==> config.mk <==
export PLATFORM = sky130hd
export DESIGN_NAME = fhbt_ctrl
export DESIGN_NICKNAME = d
export VERILOG_FILES = /design/src/sv/fhbt_pkg.sv /design/src/sv/fhbt_ctrl.sv
export SDC_FILE = /design/constraint.sdc
export NUM_CORES = 1
export LEC_CHECK = 0
export ABC_AREA = 1
export BUFFER_PORTS_ARGS = -buffer_cell sky130_fd_sc_hd__buf_2
export CAP_MARGIN = 20
export CORE_AREA = 2 2 39 41
export CTS_CLUSTER_SIZE = 14
export DETAILED_ROUTE_END_ITERATION = 6
export DIE_AREA = 0 0 41 43
export GPL_TIMING_DRIVEN = 0
export PLACE_DENSITY = 0.56
export SLEW_MARGIN = 10
export SYNTH_ARGS = -nofsm -noshare
export SYNTH_HDL_FRONTEND = slang
export SYNTH_SLANG_ARGS = --single-unit
==> constraint.sdc <==
create_clock -name clk -period 1.25 [get_ports clk]
set_input_delay 0.0625 -clock clk [delete_from_list [all_inputs] [get_ports clk]]
set_output_delay 0.0625 -clock clk [all_outputs]
set_load 0.03 [all_outputs]
==> src/sv/fhbt_pkg.sv <==
// Package for the FNV hashed bucket table: commands, states and hash constants.
// Used by the controller, the datapath and the top level; depends on nothing.
package fhbt_pkg;

	localparam logic [63:0] FNV_BASIS = 64'hCBF29CE484222325;
	localparam logic [63:0] FNV_MULT  = 64'h00000100000001B3;

	typedef enum logic [1:0] {
		CMD_LOOKUP = 2'd0,
		CMD_INSERT = 2'd1,
		CMD_DELETE = 2'd2,
		CMD_NONE   = 2'd3
	} cmd_t;

	typedef enum logic [3:0] {
		ST_CLEAR,
		ST_IDLE,
		ST_HASH,
		ST_HWAIT,
		ST_READ,
		ST_SCAN,
		ST_WRITE,
		ST_OUT
	} state_t;

	typedef struct packed {
		logic clear_step;
		logic load;
		logic hash_start;
		logic scan_start;
		logic scan_step;
		logic write;
		logic out_load;
	} ctrl_t;

	typedef struct packed {
		logic clear_done;
		logic hash_done;
		logic scan_done;
	} stat_t;

endpackage

==> src/sv/fhbt_ctrl.sv <==
// Controller state machine for the bucket table.
// Depends on fhbt_pkg.
module fhbt_ctrl (
	input  logic                clk,
	input  logic                arst_n,
	input  logic                in_valid,
	output logic                in_ready,
	output logic                out_valid,
	input  logic                out_ready,
	input  fhbt_pkg::stat_t     stat,
	output fhbt_pkg::ctrl_t     ctrl
);
	fhbt_pkg::state_t state_q, state_d;
	logic             out_valid_q, out_valid_d;

	always_ff @(posedge clk or negedge arst_n) begin
		if (!arst_n) begin
			state_q     <= fhbt_pkg::ST_CLEAR;
			out_valid_q <= 1'b0;
		end else begin
			state_q     <= state_d;
			out_valid_q <= out_valid_d;
		end
	end

	always_comb begin
		state_d     = state_q;
		out_valid_d = out_valid_q;
		ctrl        = '0;
		in_ready    = 1'b0;
		if (out_valid_q && out_ready)
			out_valid_d = 1'b0;
		unique case (state_q)
			fhbt_pkg::ST_CLEAR: begin
				ctrl.clear_step = 1'b1;
				if (stat.clear_done)
					state_d = fhbt_pkg::ST_IDLE;
			end
			fhbt_pkg::ST_IDLE: begin
				in_ready = 1'b1;
				if (in_valid) begin
					ctrl.load = 1'b1;
					state_d   = fhbt_pkg::ST_HASH;
				end
			end
			fhbt_pkg::ST_HASH: begin
				ctrl.hash_start = 1'b1;
				state_d         = fhbt_pkg::ST_HWAIT;
			end
			fhbt_pkg::ST_HWAIT: begin
				if (stat.hash_done)
					state_d = fhbt_pkg::ST_READ;
			end
			fhbt_pkg::ST_READ: begin
				ctrl.scan_start = 1'b1;
				state_d         = fhbt_pkg::ST_SCAN;
			end
			fhbt_pkg::ST_SCAN: begin
				ctrl.scan_step = 1'b1;
				if (stat.scan_done)
					state_d = fhbt_pkg::ST_WRITE;
			end
			fhbt_pkg::ST_WRITE: begin
				ctrl.write = 1'b1;
				state_d    = fhbt_pkg::ST_OUT;
			end
			fhbt_pkg::ST_OUT: begin
				if (!out_valid_d) begin
					ctrl.out_load = 1'b1;
					out_valid_d   = 1'b1;
					state_d       = fhbt_pkg::ST_IDLE;
				end
			end
			default: state_d = fhbt_pkg::ST_IDLE;
		endcase
	end

	assign out_valid = out_valid_q;
endmodule

# Yosys cells after proc, flatten, opt, wreduce, memory -nomap -nowiden
# Cells that the tools add are included.
[classes] mux=18 n_eq_ne=12 magnitude_cmp=0 n_mul=0 n_reduce_logical=3 bitwise_logic=0 div=0 addsub=0 n_shift=0
[ops] op="one-hot mux 4 bit (8 select lines)" count=1
[ops] op="2-to-1 mux 4 bit" count=5
[ops] op="equality test 4 x 3 -> 1 bit, second input constant" count=4
[ops] op="2-to-1 mux 1 bit" count=12
[ops] op="!= test 2 bit, second input constant" count=5
[ops] op="equality test 4 x 2 -> 1 bit, second input constant" count=2
[ops] op="AND reduction 5 bit" count=1
[ops] op="equality test 4 x 1 -> 1 bit, second input constant" count=1
[ops] op="zero test 4 bit" count=1
[ops] op="logical AND 1 bit" count=1
[totals] mem_count=0 latch_bits=0 romBits=0 elab_cells=35 register_bits=5 out_inout_bits=9 in_bits=7 ram_bits=0

# Depth between registers and ports, before layout
[logic_depth] word_depth=4 mapped_depth=9

# Least setup slack after synthesis
# Ideal clock, no wire load.
[synth_path] path_type="reg-to-output" from="reg state_q[0]" to="out ctrl[4] (netlist bit)" stages_incl_launch_ff=4 setup_slack_ns=0.074 arrival_ns=1.113 n_path_buf=1 required_time_ns=1.188 cell_sequence="dfrtp_1 buf_4 or2_1 nor2_1"
[synth_lines] item="from (decl)" line_no="fhbt_ctrl.sv:13" text="fhbt_pkg::state_t state_q, state_d;"
[synth_lines] item="from (signal assigned)" line_no="fhbt_ctrl.sv:18" text="state_q <= fhbt_pkg::ST_CLEAR;"
[synth_lines] item="from (signal assigned)" line_no="fhbt_ctrl.sv:21" text="state_q <= state_d;"
[synth_lines] item="to (decl)" line_no="fhbt_ctrl.sv:11" text="output fhbt_pkg::ctrl_t ctrl"

==> flow_summary_export.csv <==
group,metric,value,unit
sta,maxSlewHeadroom,0.865,
placed_design,placed_cells_incl_taps,82,
route,antenna_left,0,
clocking,numCtsBuffers,3,
sta,setup_violations,0,
sta,holdWs,0.0352,ns
floorplanning,num_io_pins,16,
floorplanning,die_area,1760,um2
critical_path,max_stage_delay,0.43,ns
critical_path,crit_arrival,1.17,ns
job,drv_cap,0,
global_routing,grt_max_degree,8,
min_path,min_to,"out_valid$_DFF_PN0_",
synthesis,syn_inst,51,
min_path,holdCritPathClass,"in2reg",
cells_and_area,final_cells,89,
global_routing,grt_pass1_wl,1110,um
clocking,htreeDepth,1,
global_routing,grt_pass1_vias,269,
cells_and_area,final_cell_mix,"10 x nand2_1, 10 x nor2_1, 10 x buf_2, 9 x buf_4, 8 x inv_1",
power_and_ir_drop,p_leak,0.000299,uW
global_routing,antenna_found_initial,0,
cells_and_area,diodes,0,
global_routing,grt.total_usage,0.0935,
route,via_per_inst,3.81,
clocking,clk_pin_slew,0.03,ns
synthesis,synth_adder_area_share,0,
placed_design,numPortBuffers,15,
synthesis,syn_avg_cell_area,6.28,um2
placed_design,dpl.hpwl,530,um
cells_and_area,fillerInstances,149,
clocking,clk_latency,0.23,ns
clocking,clk_path_buf_depth,2,
synthesis,synthSimpleGateAreaFrac,0.504,
sta,rsz0062_at_grt,"true",
route,drt_wl_total,703,um
clocking,clkSinkCount,4,
sta,period_minus_slack,1.24,ns
synthesis,seq_area_frac_synth,0.313,
clocking,cts_tree,"built",
synthesis,yosys-top-cells-area,"dfrtp_1 31%, nor2_1 13%, nand2_1 12%",
synthesis,synthesis.area,320,um2
synthesis,synth_cell_types,15,
route,first_pass_iters,4,
route,drt_iter0_markers,9,
min_path,min_path_cells,2,
critical_path,reg2regPathDepth,7,
sta,final_max_slew_viol_count,0,
cells_and_area,multiInputGateArea,188,um2
floorplanning,placementRows,14,
power_and_ir_drop,max-vdd-ir-drop,1.03,mV
power_and_ir_drop,power_density,2970,nW/um2
critical_path,r2r_start,"state_q[0]$_DFFE_PN0P_",
floorplanning,start_util,0.231,
floorplanning,die_h,43,um
route,drc,0,
synthesis,synth_top_area_frac,0.313,
outcome,status,"complete, no violations",
cells_and_area,seq_area,104,um2
synthesis,synth_fp_nets,58,
floorplanning,core_area,1380,um2
synthesis,synth_top_area_cell,"dfrtp_1",
min_path,hp-start,"out_ready",
critical_path,endpoint_kind,"output pin",
sta,worst_slew_pin_slew,0.202,ns
placed_design,routabilityCongestion,0.770,
synthesis,synth_compound_area_frac,0.0156,
synthesis,synth_xor_area_frac,0.0273,
sta,setup_tns,0,ns
synthesis,synth_top_family_by_area,"simple AND/OR/NAND/NOR gates",
critical_path,crit_buf_inv,2,
critical_path,r2r_slack,0.07,ns
synthesis,yosysWarnings,0,
sta,timing_hold_violations_final,0,
critical_path,required,1.19,ns
global_routing,grt_overflow,0,
route,dr_total_vias,339,
sta,skew,0.00175,ns
critical_path,crit_family,"flip-flops",
sta,post-route-period-util,0.990,
floorplanning,die_x,41,um
critical_path,r2r_end,"state_q[1]$_DFFE_PN0P_",
clocking,cts-root-buf,"clkbuf_4",
critical_path,crit_slowest_cell,"dfrtp_2",
synthesis,synth_seq_cells,4,
synthesis,synthMuxAreaShare,0,
critical_path,crit_chain,"inv_2, or2_1, nor2_1, buf_4",
critical_path,critPathKind,"reg2out",
route,wire_per_inst,7.90,um
cells_and_area,fin_nets,82,
cells_and_area,drive_gt1_frac,0.466,
critical_path,startpoint_type,"register",
critical_path,path_max_fanout,5,
cells_and_area,area_growth,56.6,%
sta,fmax,808,MHz
==> per-stage QoR <==
stage	setup WS [ns]	total power, uW	util	instance area [um2]
2_1_floorplan	0.0744	967	-	320
3_3_place_gp	0.0186	1160	0.300	415
3_5_place_dp	0.0264	1170	0.300	415
4_1_cts	0.000939	1430	0.344	477
5_1_grt	-0.0667	1620	0.363	502
6_report	0.0130	1490	0.363	502
==> metal layers <==
layer	share of wire	track usage	vias to the layer above
met5	0	0	-
met4	0	0.0200	0
met3	0.058	0.0628	0
met2	0.46	0.109	9
met1	0.48	0.139	136
li1	-	-	194
==> repair_timing <==
action                                 in CTS  in global routing
gates resized for setup                    11                  2
endpoints found under the hold margin       4                  0
setup endpoints to repair                   6                  8
hold buffers                                1                  0
pin swaps                                   0                  1
buffers inserted                            2                  2
==> cell usage after synthesis <==
cell,instances
buf_4,1
inv_1,9
or2_1,1
nor2_4,1
nor3_1,1
dfrtp_1,4
nand2_1,10
nand2_2,2
inv_2,1
nand3_1,5
nor2_1,11
nand3_2,1
nor2_2,2
xor2_1,1
o21ai_0,1
==> power breakdown <==
group	switching, uW	leakage [uW]	internal [uW]
sequential	106	0.0000457	213
combinational	618	0.000240	393
clock	51.6	0.0000138	107
total	776	0.000299	713
==> state kept, by name, summed over array words and instances, names as in the netlist <==
register	flops
out_valid	1
state_q	3
==> worst max path at each step <==
stage	start	endpoint	slack, ns	depth (start not counted)
after CTS	state_q[2]$_DFFE_PN0P_	ctrl[0]	0.0009	5
after floorplan	state_q[0]$_DFFE_PN0P_	ctrl[4]	0.07	3
after global placement	state_q[2]$_DFFE_PN0P_	state_q[2]$_DFFE_PN0P_	0.02	8
final	state_q[1]$_DFFE_PN0P_	ctrl[4]	0.01	4
after detailed placement	state_q[2]$_DFFE_PN0P_	state_q[1]$_DFFE_PN0P_	0.03	8
after global routing	state_q[1]$_DFFE_PN0P_	ctrl[4]	-0.07	4
==> layout make-up <==
type / instances / area share
inverters: 10 / 0.0798
clock buffers: 3 / 0.0449
multi-input cells: 36 / 0.374
repair buffers: 20 / 0.254
flip-flops and latches: 4 / 0.207
well taps: 16 / 0.0399
==> logic make-up after synthesis <==
group                     Yosys count
buffers and inverters              11
and+or+nand+nor                    34
AOI/OAI and AO/OA                   1
xor gates and xnor gates            1
DFF                                 4
Power figures use the tool's default switching activity.
